<file path="src/design/ssc_pkg.sv">
// Shared types and constants for the subarray sum counter.
// Holds the token that travels down the cell chain and the result word.
// No dependencies.
`default_nettype none

package ssc_pkg;

  localparam int KEY_W          = 32;
  localparam int VAL_W          = 16;
  localparam int CNT_OUT_W      = 32;
  localparam int DEF_MAX_LENGTH = 1024;

  // One sequence element on its way down the chain.
  typedef struct packed {
    logic             vld;       // token carries an element
    logic             last;      // element closes its sequence
    logic             done;      // prefix already recorded by some cell
    logic             ovf;       // an entry count saturated on the way
    logic             self_hit;  // prefix itself equals the target
    logic [KEY_W-1:0] rec_key;   // prefix to record
    logic [KEY_W-1:0] look_key;  // prefix minus target to look up
  } tok_t;

  typedef struct packed {
    logic [CNT_OUT_W-1:0] count;
    logic                 last;
    logic                 ovf;
  } res_t;

endpackage

`default_nettype wire

</file>
<file path="src/design/ssc_tail.sv">
// Tail of the chain: saturating run count, sticky overflow and output skid.
// Depends on ssc_pkg.
`default_nettype none

module ssc_tail #(
  parameter int CNT_W = $clog2(2 * ssc_pkg::DEF_MAX_LENGTH)
) (
  input  wire logic                              clk,
  input  wire logic                              rst_n,
  input  wire ssc_pkg::tok_t                     tok_i,
  input  wire logic [CNT_W-1:0]                  hit_i,
  output      logic                              en,
  output      logic                              out_tvalid,
  input  wire logic                              out_tready,
  output      logic [ssc_pkg::CNT_OUT_W-1:0]     out_tdata,
  output      logic                              out_tlast,
  output      logic                              out_tuser
);

  localparam int SUM_W = ssc_pkg::CNT_OUT_W + 1;

  logic [ssc_pkg::CNT_OUT_W-1:0] total_r;
  logic                          seq_ovf_r;
  logic                          out_vld_r;
  logic                          skid_vld_r;
  ssc_pkg::res_t                 out_res_r;
  ssc_pkg::res_t                 skid_res_r;
  ssc_pkg::res_t                 res_nxt;
  logic [SUM_W-1:0]              sum;
  logic                          load;

  assign en   = !skid_vld_r;
  assign load = tok_i.vld && en;

  always_comb begin
    sum = {1'b0, total_r} + SUM_W'(hit_i) + SUM_W'(tok_i.self_hit);
    res_nxt.count = sum[SUM_W-1] ? '1 : sum[ssc_pkg::CNT_OUT_W-1:0];
    res_nxt.last  = tok_i.last;
    // unrecorded prefix at the end means the table was full
    res_nxt.ovf   = seq_ovf_r || tok_i.ovf || !tok_i.done;
  end

  always_ff @(posedge clk) begin
    if (!rst_n) begin
      total_r    <= '0;
      seq_ovf_r  <= 1'b0;
      out_vld_r  <= 1'b0;
      skid_vld_r <= 1'b0;
    end else begin
      if (load) begin
        total_r   <= tok_i.last ? '0 : res_nxt.count;
        seq_ovf_r <= tok_i.last ? 1'b0 : res_nxt.ovf;
      end
      if (out_vld_r && !out_tready) begin
        // hold the output word, park a new one in the skid
        if (load) begin
          skid_vld_r <= 1'b1;
          skid_res_r <= res_nxt;
        end
      end else if (skid_vld_r) begin
        out_vld_r  <= 1'b1;
        out_res_r  <= skid_res_r;
        skid_vld_r <= 1'b0;
      end else begin
        out_vld_r <= load;
        if (load) begin
          out_res_r <= res_nxt;
        end
      end
    end
  end

  assign out_tvalid = out_vld_r;
  assign out_tdata  = out_res_r.count;
  assign out_tlast  = out_res_r.last;
  assign out_tuser  = out_res_r.ovf;

endmodule

`default_nettype wire

</file>
<file path="config.mk">
export PLATFORM = sky130hd
export DESIGN_NAME = ssc_tail
export DESIGN_NICKNAME = d
export VERILOG_FILES = /design/src/design/ssc_pkg.sv /design/src/design/ssc_tail.sv
export SDC_FILE = /design/constraint.sdc
export NUM_CORES = 1
export LEC_CHECK = 0
export ABC_AREA = 1
export BUFFER_PORTS_ARGS = -buffer_cell sky130_fd_sc_hd__buf_2
export CAP_MARGIN = 0
export CELL_PAD_IN_SITES_DETAIL_PLACEMENT = 1
export CELL_PAD_IN_SITES_GLOBAL_PLACEMENT = 2
export CORE_UTILIZATION = 32
export CTS_CLUSTER_DIAMETER = 120
export DETAILED_ROUTE_END_ITERATION = 8
export PLACE_DENSITY = 0.91
export SYNTH_ARGS = -nofsm -noshare
export SYNTH_HDL_FRONTEND = slang
export SYNTH_SLANG_ARGS = --single-unit
</file>
<file path="constraint.sdc">
create_clock -name clk -period 3.2 [get_ports clk]
set_input_delay 0.32 -clock clk [delete_from_list [all_inputs] [get_ports clk]]
set_output_delay 0.32 -clock clk [all_outputs]
set_load 0.05 [all_outputs]
</file>
Yosys cells after proc, flatten, opt, wreduce, memory -nomap -nowiden --
Cells that the tools add are included.
Word-level totals: register bits 103, output and inout port bits 36, logic and storage cells 30
Operators by class: $add $sub $neg 2, multiplexer cells 6, bitwise operators 1, reductions and logical operators 11
Operators with widths (count):
- 34-bit two-way mux | 2
- 32-bit two-way mux | 2
- 32-bit by 11-bit adder with 33-bit output | 1
- 33-bit by 1-bit adder with 33-bit output | 1
- 3-bit AND reduction | 2
- 1-bit zero test | 3
- 1-bit logical AND | 2
- 1-bit logical OR | 2
- 1-bit two-way mux | 2
- 2-bit AND reduction | 1
- 2-bit nonzero test | 1
- 1-bit NOT | 1

Longest topological paths before layout --
depth after elaboration 5, gate-level depth with buffers 14, depth with buffers taken out 14

Least setup slack after synthesis --
Ideal clock, no wire load.
path type reg-to-reg, start point reg skid_vld_r, end point reg skid_res_r[0] in the netlist's numbering, enable pin, setup time 0.425 ns, arrival 2.459 ns, setup slack 0.316 ns, cell stages (with the launch flop) 6, path buffers 2, period minus slack after synthesis 2.884 ns, path through dfxtp_1 -> clkbuf_1 -> nor2_1 -> clkinv_1 -> clkbuf_1 -> nor2_1
On the way: cells in the longest elaborated chain, start to end 3
Ends and longest elaborated chain:
- start, declared | RTL line ssc_tail.sv:25 | logic skid_vld_r;
- start signal, assigned | RTL line ssc_tail.sv:48 | skid_vld_r <= 1'b0;
- start signal, assigned | RTL line ssc_tail.sv:57 | skid_vld_r <= 1'b1;
- start signal, assigned | RTL line ssc_tail.sv:63 | skid_vld_r <= 1'b0;
- 1-bit zero test | RTL line ssc_tail.sv:32 | assign en = !skid_vld_r;
- 1-bit logical AND | RTL line ssc_tail.sv:33 | assign load = tok_i.vld && en;
- 3-bit AND reduction (no line)
- end signal, assigned | RTL line ssc_tail.sv:58 | skid_res_r <= res_nxt;
- end, declared | RTL line ssc_tail.sv:27 | ssc_pkg::res_t skid_res_r;
No other way between the ends. A chain may end at the register's enable or synchronous reset.

==> flow_summary.toml <==
[run_status]
run_status = "finished clean"

[setup_path]
worstPathRequired_ns = 3.30
worstRegToRegCells = 13
worst_r2r_endpoint = "out_tdata[22]"
reg2reg_from = "total_r[0]"
worst_setup_path_end_kind = "flop"
worst-r2r-setup-slack_ns = 0.48
path_class = "flop to flop"
arrival_ns = 2.82
worst-path-max-fanout = 4
critical_path_launch_point_type = "flop"
startpoint = "total_r[0]"

[route]
drt_first_iter_violations = 333
detailedRoute.firstPassIterationCount = 5
drc_errors = 0
viasPerCell = 4.746
routedWlPerCell_um = 15.50
vias = 4608
antenna_left = 0
route.final.wire_length_um = 15050

[grt]
global_route.usage.total_pct = 17.55
first_global_vias = 4707
grt_first_pass_wirelength_um = 24700
antenna_found_initial = 0
gr-total-overflow = 0
grt_max_degree = 46

[final_layout]
multi_input_comb_area_um2 = 2471
seq_area_um2 = 2743
layout_common_cells = "252 x sky130_fd_sc_hd__nand2_1, 80 x sky130_fd_sc_hd__inv_1, 68 x sky130_fd_sc_hd__edfxtp_1"
layout-drive-gt1-share_pct = 19.17
n_antenna_cell = 0
layout_commonest_cell = "sky130_fd_sc_hd__nand2_1"
fin_util_pct = 37.67
final_nets = 836
stdcell_area_um2 = 6492
syn_to_final_growth_pct = 15.31
count_of_filler_cells_inserted_in_the_layout = 2099

[floorplanning]
area_of_the_core_um2 = 17240
start_util_pct = 32.67
die_area_um2 = 18130
chipHeight_um = 134.6
core.rowCount = 48
die_w_um = 134.6
number_of_ports_placed_on_the_die_boundary = 119

[clock_network]
tritoncts.num_buffers = 9
clock_pin_slew_on_the_worst_setup_and_hold_paths_ns = 0.08
cts_buffer_depth = 2
clock_sinks = 103
clock_tree.root_cell = "sky130_fd_sc_hd__clkbuf_16"
cts_post_setup_buffers_inserted = 0
insertion_delay_ns = 0.35
cts_tree = "done"
ctsHtreeMaxLevel = 3
cts_repair_resize_count = 0
post_cts_hold_buffer_count = 0

[timing]
fin_skew_ns = 0.007788
final-max-slew-violation-count = 0
worst_slew_margin_rel_pct = 34.26
hold_viol = 0
finalSetupTns_ns = 0
postLayoutSetupSlackWorst_ns = 0.4774
worst-slew-pin-transition_ns = 0.9838
maxClockFrequency_mhz = 367.3
min_period_ns = 2.723
period_share_pct = 85.08
rsz0062_at_grt = "no"
setup_viol = 0

[power_and_ir_drop]
vdd.ir_drop.worst_v = 0.0002519
power_per_cell_area_nw_per_um2 = 451.3
power_mw = 2.930
leakagePower_nw = 2.919

[yosys]
warning_count_from_the_yosys_run = 0
synth_cells = 683
post_synth_instance_area_um2 = 5630
synth_fp_nets = 778
synth_area_per_cell_um2 = 8.244
synth.lib_cells_used.distinct = 39
yosysSeqAreaShare_pct = 48.71
synth-seq-cells = 103

[worst_hold_path]
min-delay-start = "tok_i[67]"
min_to = "skid_res_r[1]"
hp-class = "input port to flop"
hold_path_depth = 1

[placed_design]
place.detailed.hpwl_um = 11090
postPlaceCellArea_um2 = 6211
gp_congestion = 0.8049
placement.setup.worst_slack_ns = 0.2802
placement.io_buffers = 54

[flow_run]
max_cap_viol_count = 0
-- how the worst max path moves through the flow --
stage                     slack, ns             to
final                          0.48  out_tdata[22]
after global routing           0.29  out_tdata[31]
after CTS                      0.43  out_tdata[22]
after detailed placement       0.28  out_tdata[22]
after global placement         0.29  out_tdata[22]
after floorplan                0.32  skid_res_r[0]
-- power by group --
| part | internal (mW) | total [mW] | switching, mW |
|---|---|---|---|
| sequential | 1.46 | 1.48 | 0.0141 |
| clock | 0.538 | 1.07 | 0.532 |
| combinational | 0.105 | 0.382 | 0.277 |
-- registers in the layout, summed over array words and instances (netlist names) --
register / flops
skid_vld_r: 1
out_tlast: 1
total_r: 32
out_tdata: 32
seq_ovf_r: 1
out_tuser: 1
out_tvalid: 1
skid_res_r: 34
-- synth_stat cells (all sizes together) --
cell type    n  area [um2]
clkinv       1       3.750
a21boi       1       7.510
o21ai        5       28.78
nor3b        1       18.77
edfxtp      68        2042
nand2      268        1051
nand4        7       58.81
nor3        10       60.06
nor2        44       182.7
a22oi        1       7.510
or2          1       6.260
a31oi       10       62.56
xnor2        2       17.52
nand3b       3       22.52
clkbuf      12       45.04
dfxtp       35       700.7
buf          7       56.29
xor2         5       43.79
inv         87       326.6
a21oi       38       216.5
and2         1       6.260
fa           2       40.04
ha          10       125.1
nand3       64       500.5
-- through the flow --
| stage | std cells | hold slack [ns] |
|---|---|---|
| finish | 971 | 0.2063 |
| global route | 971 | 0.2056 |
| CTS | 971 | 0.1999 |
| detailed placement | 955 | 0.4626 |
| global placement | 955 | 0.4580 |
| floorplan | 683 | 0.4189 |
-- metal layers --
layer | track usage [%] | share of wire, %
met4 | 4.182 | 1.3
met2 | 29.90 | 48
met1 | 23.43 | 48
met3 | 2.440 | 2.6
met5 | 0 | 0
-- critical path, stage by stage, from the launching register on --
cell and delay (ns):
sky130_fd_sc_hd__dfxtp_1 0.33, sky130_fd_sc_hd__fa_1 0.47, sky130_fd_sc_hd__fa_1 0.43, sky130_fd_sc_hd__nand3_1 0.10
sky130_fd_sc_hd__nand3_1 0.13, sky130_fd_sc_hd__buf_4 0.18, sky130_fd_sc_hd__nand2_1 0.05, sky130_fd_sc_hd__nand2_1 0.08
sky130_fd_sc_hd__nand2_1 0.09, sky130_fd_sc_hd__nand2_1 0.15, sky130_fd_sc_hd__nand3b_1 0.18, sky130_fd_sc_hd__nand3_4 0.11
sky130_fd_sc_hd__nand2_1 0.08, sky130_fd_sc_hd__nand2_1 0.10
-- layout make-up --
class                           count  share of cell area (%)
Sequential cell                   103                   42.24
Multi-Input combinational cell    473                   38.06
Timing Repair Buffer               66                   5.936
Inverter                           88                   5.088
Tap cell                          225                   4.336
Clock buffer                        9                   3.469
Clock inverter                      7                  0.8672
-- kinds of logic (layout without fill, tap and decap cells) --
kind of cell / count (synthesis) / after routing / synth area share, %
buf+inv: 107 / 170 / 7.666
simple gates: 399 / 399 / 33.87
xor+xnor: 7 / 7 / 1.089
fa+ha+maj: 12 / 12 / 2.933
compound gates: 55 / 55 / 5.734
flops: 103 / 103 / 48.71
Power figures use the tool's default switching activity.
