File: config.mk
export PLATFORM = sky130hd
export DESIGN_NAME = ssc_head
export DESIGN_NICKNAME = d
export VERILOG_FILES = /design/src/design/ssc_pkg.sv /design/src/design/ssc_head.sv
export SDC_FILE = /design/constraint.sdc
export NUM_CORES = 1
export LEC_CHECK = 0
export ABC_AREA = 1
export BUFFER_PORTS_ARGS = -buffer_cell sky130_fd_sc_hd__buf_2
export CAP_MARGIN = 20
export CELL_PAD_IN_SITES_DETAIL_PLACEMENT = 0
export CELL_PAD_IN_SITES_GLOBAL_PLACEMENT = 1
export CORE_AREA = 4 4 168 138
export CTS_CLUSTER_DIAMETER = 150
export DETAILED_ROUTE_END_ITERATION = 10
export DIE_AREA = 0 0 172 142
export GPL_ROUTABILITY_DRIVEN = 0
export PLACE_DENSITY_LB_ADDON = 0.1
export SLEW_MARGIN = 20
export SYNTH_ARGS = -nofsm -noshare
export SYNTH_HDL_FRONTEND = slang
export SYNTH_SLANG_ARGS = --single-unit
File: constraint.sdc
create_clock -name clk -period 5.3 [get_ports clk]
set_clock_uncertainty 0.2 [all_clocks]
set_input_delay 0 -clock clk [delete_from_list [all_inputs] [get_ports clk]]
set_output_delay 0 -clock clk [all_outputs]
set_load 0.01 [all_outputs]
File: src/design/ssc_pkg.sv
// Shared types and constants for the subarray sum counter.
// Holds the token that travels down the cell chain and the result word.
// No dependencies.
`default_nettype none

package ssc_pkg;

  localparam int KEY_W          = 32;
  localparam int VAL_W          = 16;
  localparam int CNT_OUT_W      = 32;
  localparam int DEF_MAX_LENGTH = 1024;

  // One sequence element on its way down the chain.
  typedef struct packed {
    logic             vld;       // token carries an element
    logic             last;      // element closes its sequence
    logic             done;      // prefix already recorded by some cell
    logic             ovf;       // an entry count saturated on the way
    logic             self_hit;  // prefix itself equals the target
    logic [KEY_W-1:0] rec_key;   // prefix to record
    logic [KEY_W-1:0] look_key;  // prefix minus target to look up
  } tok_t;

  typedef struct packed {
    logic [CNT_OUT_W-1:0] count;
    logic                 last;
    logic                 ovf;
  } res_t;

endpackage

`default_nettype wire

File: src/design/ssc_head.sv
// Head of the chain: target register, running prefix sum and token launch.
// Depends on ssc_pkg.
`default_nettype none

module ssc_head (
  input  wire logic                          clk,
  input  wire logic                          rst_n,
  input  wire logic                          en,
  input  wire logic                          in_tvalid,
  input  wire logic [ssc_pkg::VAL_W-1:0]     in_tdata,
  input  wire logic                          in_tlast,
  input  wire logic                          cfg_valid,
  input  wire logic [ssc_pkg::KEY_W-1:0]     cfg_data,
  output      ssc_pkg::tok_t                 tok_o
);

  logic [ssc_pkg::KEY_W-1:0] target_r;
  logic [ssc_pkg::KEY_W-1:0] prefix_r;
  logic [ssc_pkg::KEY_W-1:0] prefix_nxt;
  ssc_pkg::tok_t             tok_r;
  ssc_pkg::tok_t             tok_nxt;
  logic                      accept;

  assign accept = in_tvalid && en;

  always_comb begin
    prefix_nxt = prefix_r + {{(ssc_pkg::KEY_W-ssc_pkg::VAL_W){in_tdata[ssc_pkg::VAL_W-1]}},
                             in_tdata};
    tok_nxt.vld      = accept;
    tok_nxt.last     = in_tlast;
    tok_nxt.done     = 1'b0;
    tok_nxt.ovf      = 1'b0;
    tok_nxt.self_hit = (prefix_nxt == target_r);
    tok_nxt.rec_key  = prefix_nxt;
    tok_nxt.look_key = prefix_nxt - target_r;
  end

  always_ff @(posedge clk) begin
    if (!rst_n) begin
      target_r  <= '0;
      prefix_r  <= '0;
      tok_r.vld <= 1'b0;
    end else begin
      if (cfg_valid) begin
        target_r <= cfg_data;
      end
      if (en) begin
        tok_r <= tok_nxt;
      end
      // drop the prefix after the closing element
      if (accept) begin
        prefix_r <= in_tlast ? '0 : prefix_nxt;
      end
    end
  end

  assign tok_o = tok_r;

endmodule

`default_nettype wire

* Word level (Yosys, flattened, before mapping)
Index checks and enable logic that the tools add are counted.
** Storage, ports and cells
- Output and inout bits :: 69
- Register bits after elaboration :: 131
- Memory bits (writable) :: 0
- Memory bits (read-only) :: 0
- Memories kept :: 0
- Logic and storage cells :: 13
- Latch bits :: 0
** Cells by class
- Div/mod/pow operators :: 0
- Multiply operators :: 0
- Equal/unequal tests :: 1
- Muxes and demuxes :: 1
- Shift operators :: 0
- Add/sub/neg operators :: 2
- Reductions and logical operators :: 2
- Bitwise logic cells :: 0
- Magnitude comparators :: 0
** Operators with widths (count)
- adder 32 bit :: 1
- equality test 32 bit :: 1
- 2-to-1 mux 32 bit :: 1
- subtractor 32 bit :: 1
- AND reduction 2 bit :: 1
- logical AND 1 bit :: 1

* Depth between registers and ports, before layout
Gate-level depths: netlist of the first run.
- Word-level depth :: 2
- Gate-level depth with buffers :: 25
- Depth with buffers taken out :: 25

* Worst setup path before layout of the first run
No wires, ideal clock.
- Path type :: register to register
- From :: reg prefix_r[0] in the netlist's numbering
- To :: reg tok_r, in the netlist tok_o[31], data pin
- Data required time :: 4847 ps
- Data arrival time :: 2833 ps
- Stages on the path, launching flop included :: 21
- Slack :: 2014 ps
- Clock period less this slack :: 3286 ps
- Setup time :: 253 ps
- Buffers on the path :: 0
- Path through :: dfxtp_1 -> ha_1 -> fa_1 -> nand3_1 -> nand3_2 -> nand2_1 -> nand2_2 -> nand2_1 -> nand2_2 -> nand2_1 -> nand3b_1 -> and2_1 -> ha_1 -> a21oi_1 -> o21ai_0 -> a21oi_1 -> o21a_1 -> nand2_1 -> inv_1 -> nand3_1 -> nand2_1
** RTL lines
- from (decl) :: line ssc_head.sv:18 : logic [ssc_pkg::KEY_W-1:0] prefix_r;
- from (signal assigned) :: line ssc_head.sv:52 : prefix_r <= in_tlast ? '0 : prefix_nxt;
- to (signal assigned) :: line ssc_head.sv:48 : tok_r <= tok_nxt;
- to (decl) :: line ssc_head.sv:20 : ssc_pkg::tok_t tok_r;

==> impl_metrics.py, run 1 <==
metrics = {
    "synthesis": {
        "synth.area.top_cells": "edfxtp_1 (23%), dfxtp_1 (15%), nand2_1 (13%), ha_1 (9.2%), a21oi_1 (7.7%)",
        "dominantRegCellSynth": "edfxtp_1",
        "synth_area_per_cell_um2": 7.515,
        "synth_edf_count": 66,
        "postSynthCellCount": 1126,
        "synth_top_cell_by_area": "edfxtp_1",
        "postSynthRegisterBits": 131,
        "synth.yosys.seq_area_share": 0.3880,
        "synth_top_area_share": 0.2342,
        "yosys_warnings": 0,
        "post-synth-top-count-cell": "nand2_1",
        "synth_async_sr_flop_share": 0,
        "yosysUniqueCellTypes": 42,
        "post_synth_instance_area_um2": 8462,
        "synth.top_cells.by_count": "nand2_1 (289), inv_1 (152), a21oi_1 (130), nor2_1 (85), edfxtp_1 (66)",
    },
    "placed_design": {
        "hpwl_um": 20840,
        "pre_cts_ws_ns": 1.320,
        "buffer_ports.inserted": 120,
        "dpl-instance-area_um2": 9356,
    },
    "timing": {
        "fin_tns_setup_ns": 0,
        "report.final.slew_viol_count": 0,
        "final-hold-violation-count": 1,
        "max_freq_mhz": 250.5,
        "setup_repair_after_global_routing_missed_its_margin": "false",
        "finalCriticalPeriod_ns": 3.992,
        "slew_worst_pin_ns": 0.9437,
        "total_of_endpoints_with_negative_setup_slack_in_the_final_report": 0,
        "hold_ws_ns": -0.002272,
        "final.period_utilization": 0.7531,
        "setup_ws_ns": 1.308,
        "slew_headroom": 0.3694,
    },
    "critical_path": {
        "critical_path.endpoint_type": "register",
        "cpPeakStageDelay_ns": 0.45,
        "worstPathMaxFanout": 4,
        "startpoint_type": "register",
        "timing.critical_path.buf_inv": 0,
        "worstPathArrival_ns": 4.01,
        "ws_path_type": "register to register",
        "list_of_cells_traversed_by_the_critical_path": "ha_1 -> fa_1 -> nand3_1 -> nand3_2 -> nand2_1 -> nand2_2 -> xor2_1 -> ha_1 -> a21oi_1 -> o21ai_0 -> a21oi_1 -> o21bai_1 -> nand3_1 -> nand2_1 -> xor2_1",
        "timing.critical_path.max_delay_family": "adder cells",
        "cp_slowest_cell": "fa_1",
        "cp.required_ns": 5.32,
    },
    "routing": {
        "drt-initial-drc-count": 587,
        "drt_first_pass_iters": 5,
        "post_detailed_route_wirelength_per_cell_um": 16.95,
        "routed-via-count": 8001,
        "postRouteAntennaNets": 0,
        "drt_drc_violations_left": 0,
        "routed_wirelength_um": 27260,
        "detailed_route_vias_per_instance": 4.976,
    },
    "floorplan": {
        "initial_utilization": 0.3958,
        "die-height_um": 142,
        "die_w_um": 172,
        "fp.dieArea_um2": 24420,
        "core_um2": 21380,
        "top_level_ports": 123,
        "floorplan.rows": 48,
    },
    "global_routing": {
        "grt_pass1_wl_um": 41770,
        "first_global_vias": 7383,
        "antenna_found_initial": 0,
        "grt_start_max_net_pins": 63,
        "gr-usage-all-layers": 0.2233,
        "overflow": 0,
    },
    "layout": {
        "post_layout_nets": 1438,
        "final_cell_area_um2": 10700,
        "multi_input_area_um2": 4532,
        "inserted_diodes": 0,
        "fill_cells": 2148,
        "syn_to_final_growth_pct": 26.42,
        "drive_gt1_frac": 0.1380,
        "sequential_cell_area_um2": 3283,
    },
    "clocking": {
        "post-cts-setup-buffers": 0,
        "insertion_delay_ns": 0.43,
        "tritoncts.num_buffers": 17,
        "worst_setup_hold_path_clk_slew_ns": 0.07,
        "cts_max_path_buffers": 2,
        "clock_tree.htree_level_count": 4,
        "cts_num_sinks": 131,
        "cts.root.buffer_cell": "clkbuf_16",
        "post_cts.resized_instances": 0,
        "cts_tree": "built",
    },
    "pwr": {
        "worst_ir_drop_vdd_v": 0.0001789,
        "cellPowerDensity_nw_per_um2": 317.2,
        "leakage_nw": 4.912,
        "power_total_mw": 3.394,
    },
    "hold_path": {
        "min_path_type": "input port to register",
    },
    "job": {
        "maxCapViolCount": 0,
    },
    "outcome": {
        "violated_checks": "hold timing",
        "run_status": "finished, violations left",
    },
}
==> where the power goes <==
part           internal [mW]  switching (mW)  total, mW  leakage (nW)
clock                  0.793           0.507       1.30         0.307
sequential              1.18          0.0257       1.20          1.15
combinational          0.324           0.567      0.890          3.45
total                   2.29            1.10       3.39          4.91
==> through the flow <==
stage	utilization	std cells
floorplan	-	1127
global placement	0.4376	1505
detailed placement	0.4376	1505
CTS	0.5004	1608
global route	0.5004	1608
finish	0.5004	1608
==> state kept, by name (all words and copies together) (netlist names) <==
name / cells
prefix_r: 32
target_r: 32
tok_o: 67
==> timing repair <==
item / in CTS / in global routing
hold buffers: 71 / 0
setup endpoints to repair: 0 / 0
endpoints found under the hold margin: 72 / 0
==> worst reg2reg max path: cells and delay by family (launching register included) <==
family | cells | cell delay [ns]
adders and majority gates | 3 | 1.07
AOI/OAI and AO/OA | 4 | 0.86
xor gates and xnor gates | 2 | 0.71
and+or+nand+nor | 6 | 0.64
DFF | 1 | 0.31
==> cell usage in the layout, fill, tap and decap left out, drive strengths merged, types with 2 or more instances in the layout <==
master       count
a21boi           3
a21o            10
a21oi          132
and2            13
buf            123
bufinv           4
clkbuf          17
clkinv           8
conb             2
dfxtp           65
dlygate4sd3     71
edfxtp          66
fa               2
ha              62
inv            155
nand2          305
nand3           59
nand3b           8
nand4            9
nor2            87
nor3            11
o21a             7
o21ai           59
o21bai           9
xnor2            8
xor2            33
==> layout make-up <==
class | instances | area share
clock buffer | 17 | 0.03977
inverter | 153 | 0.05368
clock inverter | 15 | 0.01918
multi-input combinational | 823 | 0.4236
sequential | 131 | 0.3069
tap | 275 | 0.03216
timing repair buffer | 194 | 0.1247
==> layer usage <==
layer / part of all wire / wire length, um / vias up / global-route usage
li1: - / - / 4097 / -
met1: 0.52 / 14130 / 3615 / 0.3474
met2: 0.40 / 10880 / 267 / 0.3155
met3: 0.070 / 1897 / 22 / 0.05110
met4: 0.013 / 344 / 0 / 0.04632
met5: 0 / 0 / - / 0
==> cells by family after synthesis <==
family                     synth area share
xor gates and xnor gates            0.04421
DFF                                  0.3880
other                             0.0004432
adders and majority gates           0.09641
buffers and inverters               0.07807
and+or+nand+nor                      0.2484
AOI/OAI and AO/OA                    0.1445
==> worst paths after layout <==
check,start,to,slack (ns),cells after the start
setup / recovery,prefix_r[0]$_SDFFE_PN0P_,tok_o[27]$_DFFE_PP_,1.31,15
hold / removal,in_tdata[4],prefix_r[4]$_SDFFE_PN0P_,-0.002,5
setup reg to reg,prefix_r[0]$_SDFFE_PN0P_,tok_o[27]$_DFFE_PP_,1.31,15
hold reg to reg,tok_o[68]$_SDFFE_PN0P_,tok_o[68]$_SDFFE_PN0P_,0.26,2
Note: power is estimated with default switching activity, not from simulation.
==> run 2, diff against run 1 <==
--- a/config.mk
+++ b/config.mk
@@ -10,10 +10,10 @@
 export CAP_MARGIN = 20
 export CELL_PAD_IN_SITES_DETAIL_PLACEMENT = 0
 export CELL_PAD_IN_SITES_GLOBAL_PLACEMENT = 1
-export CORE_AREA = 4 4 168 138
+export CORE_AREA = 4 4 172 141
 export CTS_CLUSTER_DIAMETER = 150
 export DETAILED_ROUTE_END_ITERATION = 10
-export DIE_AREA = 0 0 172 142
+export DIE_AREA = 0 0 176 145
 export GPL_ROUTABILITY_DRIVEN = 0
 export PLACE_DENSITY_LB_ADDON = 0.1
 export SLEW_MARGIN = 20
==> constraint.sdc (replaced) <==
create_clock -name clk -period 3.35 [get_ports clk]
set_clock_uncertainty 0.2 [all_clocks]
set_input_delay 0 -clock clk [delete_from_list [all_inputs] [get_ports clk]]
set_output_delay 0 -clock clk [all_outputs]
set_load 0.01 [all_outputs]
==> run 2 against run 1 <==
The run now ends clean; flip-flop and latch count is the same; via count grew 10%; clock power grew 55%; final area grew 28%; global-route usage grew 0.79 points.
==> impl_metrics.py, run 2 (synthesis gave the netlist of run 1 again) <==
metrics = {
    "critical_path": {
        "timing.critical_path.max_delay_family": "simple AND/OR/NAND/NOR gates",
        "startpoint_type": "register",
        "cp_slowest_cell": "fa_2",
        "r2r_slack_ns": 0.007,
        "regToRegEndpoint": "tok_o[27]$_DFFE_PP_",
        "worstPathMaxFanout": 4,
        "cp.required_ns": 3.41,
        "critical_path.endpoint_type": "register",
        "list_of_cells_traversed_by_the_critical_path": "ha_4 -> fa_2 -> nand3_2 -> nand3_4 -> nand2_2 -> nand2_4 -> nand2_4 -> nand2_8 -> nand2_4 -> nand3b_1 -> and2_4 -> ha_4 -> buf_6 -> nand2_4 -> nor2_4 -> inv_2 -> nor2_4 -> buf_4 -> nand3_2 -> nand2_2 -> xor2_2",
        "ff2ff_path_depth": 21,
        "crit_path_frequent_cell": "nand2_4",
        "ws_path_type": "register to register",
        "cpPeakStageDelay_ns": 0.37,
        "rr_startpoint": "prefix_r[0]$_SDFFE_PN0P_",
        "timing.critical_path.buf_inv": 3,
        "worstPathArrival_ns": 3.40,
    },
    "global_routing": {
        "antenna_found_initial": 0,
        "gr-usage-all-layers": 0.2312,
        "overflow": 0,
        "grt_pass1_wl_um": 46490,
        "first_global_vias": 8635,
        "grt_start_max_net_pins": 60,
    },
    "layout": {
        "sequential_cell_area_um2": 3302,
        "syn_to_final_growth_pct": 62.13,
        "post_layout_nets": 1648,
        "largest_reg_flops": 67,
        "mostFrequentLayoutCells": "nand2_1 (242), buf_4 (211), inv_1 (137)",
        "fill_cells": 2105,
        "inserted_diodes": 0,
        "final_cell_area_um2": 13720,
        "final_common_cell": "nand2_1",
        "multi_input_area_um2": 5924,
        "drive_gt1_frac": 0.4251,
    },
    "pwr": {
        "power.switching_fraction": 0.3278,
        "leakage_nw": 6.103,
        "power.internal_mw": 4.146,
        "worst_ir_drop_vdd_v": 0.0002775,
        "netSwitchingPower_mw": 2.022,
        "clock_network_power_share": 0.325,
        "power_total_mw": 6.168,
        "power_frac_seq": 0.309,
        "comb_power_share": 0.366,
        "cellPowerDensity_nw_per_um2": 449.5,
    },
    "routing": {
        "routed_wirelength_um": 30470,
        "routed-via-count": 8840,
        "postRouteAntennaNets": 0,
        "drt_first_pass_iters": 5,
        "drt-initial-drc-count": 496,
        "post_detailed_route_wirelength_per_cell_um": 16.48,
        "drt_drc_violations_left": 0,
        "detailed_route_vias_per_instance": 4.781,
    },
    "hold_path": {
        "min_path_type": "input port to register",
        "timing.hold.worst_endpoint": "prefix_r[2]$_SDFFE_PN0P_",
        "min_from": "in_tdata[2]",
        "min_path_cells": 6,
    },
    "placed_design": {
        "hpwl_um": 22340,
        "buffer_ports.inserted": 120,
        "dpl-instance-area_um2": 10900,
        "pre_cts_ws_ns": -0.3287,
    },
    "floorplan": {
        "initial_utilization": 0.3792,
        "die-height_um": 145,
        "top_level_ports": 123,
        "core_um2": 22320,
        "fp.dieArea_um2": 25520,
        "floorplan.rows": 49,
        "die_w_um": 176,
    },
    "timing": {
        "finalCriticalPeriod_ns": 3.343,
        "hold_ws_ns": 0.01055,
        "slew_worst_pin_ns": 0.5975,
        "setup_ws_ns": 0.007169,
        "slew_headroom": 0.6017,
        "final-hold-violation-count": 0,
        "final.period_utilization": 0.9979,
        "max_freq_mhz": 299.1,
        "report.final.slew_viol_count": 0,
        "setup_repair_after_global_routing_missed_its_margin": "true",
        "total_of_endpoints_with_negative_setup_slack_in_the_final_report": 0,
    },
    "clocking": {
        "cts_tree": "built",
        "worst_setup_hold_path_clk_slew_ns": 0.06,
        "cts_num_sinks": 131,
        "tritoncts.num_buffers": 17,
        "insertion_delay_ns": 0.43,
        "cts_max_path_buffers": 2,
        "clock_tree.htree_level_count": 4,
        "cts.root.buffer_cell": "clkbuf_16",
    },
    "outcome": {
        "run_status": "finished, final reports clean",
    },
    "job": {
        "maxCapViolCount": 0,
    },
}
[run 2: worst min-delay path, cell delays in order]
cell,delay [ns]
buf_2,0.12
ha_4,0.15
buf_4,0.11
xor2_1,0.10
nand2_1,0.06
a21oi_1,0.05
[run 2: through the flow]
stage                     std cells  utilization   TNS, ns
after floorplan                1127            -         0
after global placement         1736       0.4885    -2.904
after detailed placement       1736       0.4885    -3.252
after CTS                      1843       0.5787  -0.06038
after global routing           1849       0.6148    -1.223
final                          1849       0.6148         0
[run 2: how the worst max path moves through the flow]
stage                     slack, ns                     start  cells past startpoint             endpoint
final                         0.007  prefix_r[0]$_SDFFE_PN0P_                     21  tok_o[27]$_DFFE_PP_
after global routing          -0.17  prefix_r[0]$_SDFFE_PN0P_                     19  tok_o[29]$_DFFE_PP_
after CTS                     -0.03  prefix_r[0]$_SDFFE_PN0P_                     20  tok_o[25]$_DFFE_PP_
after detailed placement      -0.33  prefix_r[0]$_SDFFE_PN0P_                     21  tok_o[27]$_DFFE_PP_
after global placement        -0.30  prefix_r[8]$_SDFFE_PN0P_                     17  tok_o[24]$_DFFE_PP_
after floorplan                0.06  prefix_r[0]$_SDFFE_PN0P_                     20  tok_o[31]$_DFFE_PP_
[run 2: power groups by stage]
stage          Sequential [mW]  Combinational, mW  Clock (mW)
2_1_floorplan             1.97              0.846           0
3_3_place_gp              1.93               1.74           0
3_5_place_dp              1.93               1.74           0
4_1_cts                   1.90               2.01        2.03
5_1_grt                   1.92               2.44        2.10
6_report                  1.91               2.25        2.01
[run 2: per-layer routing]
layer	routed length [um]	vias to the layer above	global-route usage
met5	0	-	0
met2	13480	214	0.3540
met4	328	0	0.04209
met3	1775	19	0.04603
met1	14890	4090	0.3426
li1	-	4517	-
[run 2: area by class of cell]
type | instances | share of cell area
clock inverters | 12 | 0.01113
clock buffers | 20 | 0.03329
multi-input cells | 823 | 0.4318
well taps | 306 | 0.02791
flip-flops and latches | 131 | 0.2407
inverters | 153 | 0.04186
repair buffers | 404 | 0.2133
[run 2: what timing repair did]
item | in CTS | in global routing
pin swaps | 14 | 59
hold endpoints to repair | 75 | 0
gates resized for setup | 117 | 213
setup buffers | 4 | 6
hold buffers | 71 | 0
setup endpoints to repair | 20 | 21
==> run 3, diff against run 2 <==
--- a/config.mk
+++ b/config.mk
@@ -7,7 +7,6 @@
 export LEC_CHECK = 0
 export ABC_AREA = 1
 export BUFFER_PORTS_ARGS = -buffer_cell sky130_fd_sc_hd__buf_2
-export CAP_MARGIN = 20
 export CELL_PAD_IN_SITES_DETAIL_PLACEMENT = 0
 export CELL_PAD_IN_SITES_GLOBAL_PLACEMENT = 1
 export CORE_AREA = 4 4 172 141
==> constraint.sdc (replaced) <==
create_clock -name clk -period 3.35 [get_ports clk]
set_clock_uncertainty 0.2 [all_clocks]
set_input_delay 0.67 -clock clk [delete_from_list [all_inputs] [get_ports clk]]
set_output_delay 0.67 -clock clk [all_outputs]
set_load 0.01 [all_outputs]
==> run 3 against run 2 <==
The flow now finishes with violations (setup timing); flip-flop and latch count unchanged; largest cell class unchanged; fmax decreased by 2.2%; global-route usage decreased by 1.2 points; sequential power about the same; register-to-register slack got worse by 0.05 ns.
==> impl_metrics.py, run 3 (synthesis gave the netlist of run 1 again) <==
metrics = {
    "outcome": {
        "run_status": "finished, violations left",
        "violated_checks": "setup timing",
    },
    "routing": {
        "routed_wirelength_um": 28530,
        "postRouteAntennaNets": 0,
        "detailed_route_vias_per_instance": 4.789,
        "drt_drc_violations_left": 0,
        "routed-via-count": 8448,
        "drt_first_pass_iters": 5,
        "post_detailed_route_wirelength_per_cell_um": 16.17,
        "drt-initial-drc-count": 508,
    },
    "critical_path": {
        "timing.critical_path.buf_inv": 4,
        "critical_path.endpoint_type": "register",
        "cp.required_ns": 3.32,
        "cp_slowest_cell": "fa_2",
        "timing.critical_path.max_delay_family": "simple AND/OR/NAND/NOR gates",
        "crit_path_frequent_cell": "nand2_4",
        "worstPathMaxFanout": 4,
        "list_of_cells_traversed_by_the_critical_path": "buf_2 -> ha_4 -> fa_2 -> nand3_2 -> nand3_4 -> nand2_4 -> nand2_4 -> nand2_4 -> nand2_4 -> nand2_4 -> nand3b_1 -> and2_4 -> ha_4 -> buf_6 -> nand2_8 -> nor2_4 -> inv_2 -> nor2_4 -> inv_2 -> o21a_1 -> nand2_2 -> xor2_2",
        "ws_path_type": "input port to register",
        "startpoint_type": "input port",
        "worstPathArrival_ns": 3.39,
        "cpPeakStageDelay_ns": 0.39,
    },
    "pwr": {
        "cellPowerDensity_nw_per_um2": 464.4,
        "leakage_nw": 5.795,
        "worst_ir_drop_vdd_v": 0.0002606,
        "power_total_mw": 6.077,
    },
    "global_routing": {
        "first_global_vias": 8101,
        "gr-usage-all-layers": 0.2188,
        "globalRoute.busiestLayer": "met2",
        "grt.met2_usage": 0.3467,
        "overflow": 0,
        "antenna_found_initial": 0,
        "groute.layer.met1.usage": 0.3158,
        "grt_start_max_net_pins": 67,
        "grt_pass1_wl_um": 43820,
        "met3_global_route_usage": 0.03485,
    },
    "layout": {
        "mostFrequentLayoutCells": "nand2_1 (246), buf_4 (194), inv_1 (131)",
        "largest_reg_flops": 67,
        "multi_input_area_um2": 6067,
        "sequential_cell_area_um2": 3293,
        "fill_cells": 2140,
        "drive_gt1_frac": 0.4362,
        "syn_to_final_growth_pct": 54.65,
        "post_layout_nets": 1563,
        "inserted_diodes": 0,
        "final_common_cell": "nand2_1",
    },
    "timing": {
        "slew_headroom": 0.6034,
        "setup_repair_after_global_routing_missed_its_margin": "true",
        "slew_worst_pin_ns": 0.5913,
        "max_freq_mhz": 292.6,
        "setup_ws_ns": -0.06771,
        "report.final.slew_viol_count": 0,
        "fin_tns_setup_ns": -0.1735,
        "total_of_endpoints_with_negative_setup_slack_in_the_final_report": 4,
        "final-hold-violation-count": 0,
        "final.period_utilization": 1.020,
        "finalCriticalPeriod_ns": 3.418,
    },
    "floorplan": {
        "floorplan.rows": 49,
        "die_w_um": 176,
        "initial_utilization": 0.3792,
        "top_level_ports": 123,
        "fp.dieArea_um2": 25520,
        "die-height_um": 145,
        "core_um2": 22320,
    },
    "clocking": {
        "cts_max_path_buffers": 2,
        "tritoncts.num_buffers": 17,
        "insertion_delay_ns": 0.42,
        "cts_tree": "built",
        "worst_setup_hold_path_clk_slew_ns": 0.06,
        "cts_num_sinks": 131,
        "clock_tree.htree_level_count": 4,
        "cts.root.buffer_cell": "clkbuf_16",
    },
    "hold_path": {
        "min_path_type": "register to register",
    },
    "placed_design": {
        "pre_cts_ws_ns": -0.8154,
        "hpwl_um": 21820,
        "buffer_ports.inserted": 120,
    },
    "job": {
        "maxCapViolCount": 0,
    },
}
## run 3: final timing paths
check                       startpoint                         to  slack (ns)  cells past startpoint
max                        in_tdata[0]        tok_o[27]$_DFFE_PP_       -0.07                     22
min          target_r[11]$_SDFFE_PN0P_  target_r[11]$_SDFFE_PN0P_        0.26                      2
max reg2reg   prefix_r[0]$_SDFFE_PN0P_        tok_o[27]$_DFFE_PP_       -0.04                     21
min reg2reg  target_r[11]$_SDFFE_PN0P_  target_r[11]$_SDFFE_PN0P_        0.26                      2
## run 3: power breakdown
part / internal (mW) / switching, mW / total, mW
sequential: 1.86 / 0.0384 / 1.90
clock: 1.18 / 0.767 / 1.95
combinational: 1.05 / 1.18 / 2.23
total: 4.09 / 1.98 / 6.08
## run 3: per-stage QoR
step	instance area (um^2)	std cells	utilization	hold slack (ns)
finish	13090	1764	0.5864	0.2631
global route	13090	1764	0.5864	0.2790
CTS	12220	1749	0.5478	0.2566
detailed placement	10950	1715	0.4908	0.2564
global placement	10950	1715	0.4908	0.2489
floorplan	8662	1127	-	0.2389
## run 3: what timing repair did
item	CTS	global route
setup buffers	2	15
hold buffers	0	0
resized for setup	109	203
endpoints found under the setup margin	23	23
pin swaps	15	76
## run 3: cell type report
cell class | instances | share of cell area
multi-input combinational | 823 | 0.4636
sequential | 131 | 0.2516
timing repair buffer | 319 | 0.1652
inverter | 153 | 0.04427
clock buffer | 18 | 0.03279
tap | 306 | 0.02926
clock inverter | 14 | 0.01319
## run 3: routing by layer
layer  share of wire  vias to the layer above
met4           0.015                        0
met3           0.041                       23
met5               0                        -
met2            0.46                      173
li1                -                     4344
met1            0.48                     3908
## run 3: worst register-to-register path: stages (launching register included)
cell and delay (ns):
dfxtp_2 0.33, ha_4 0.17, fa_2 0.39, nand3_2 0.09, nand3_4 0.11, nand2_4 0.09, nand2_4 0.07, nand2_4 0.07
nand2_4 0.07, nand2_4 0.08, nand3b_1 0.10, and2_4 0.20, ha_4 0.28, buf_6 0.12, nand2_8 0.06, nor2_4 0.13
inv_2 0.07, nor2_4 0.13, inv_2 0.03, o21a_1 0.17, nand2_2 0.10, xor2_2 0.08
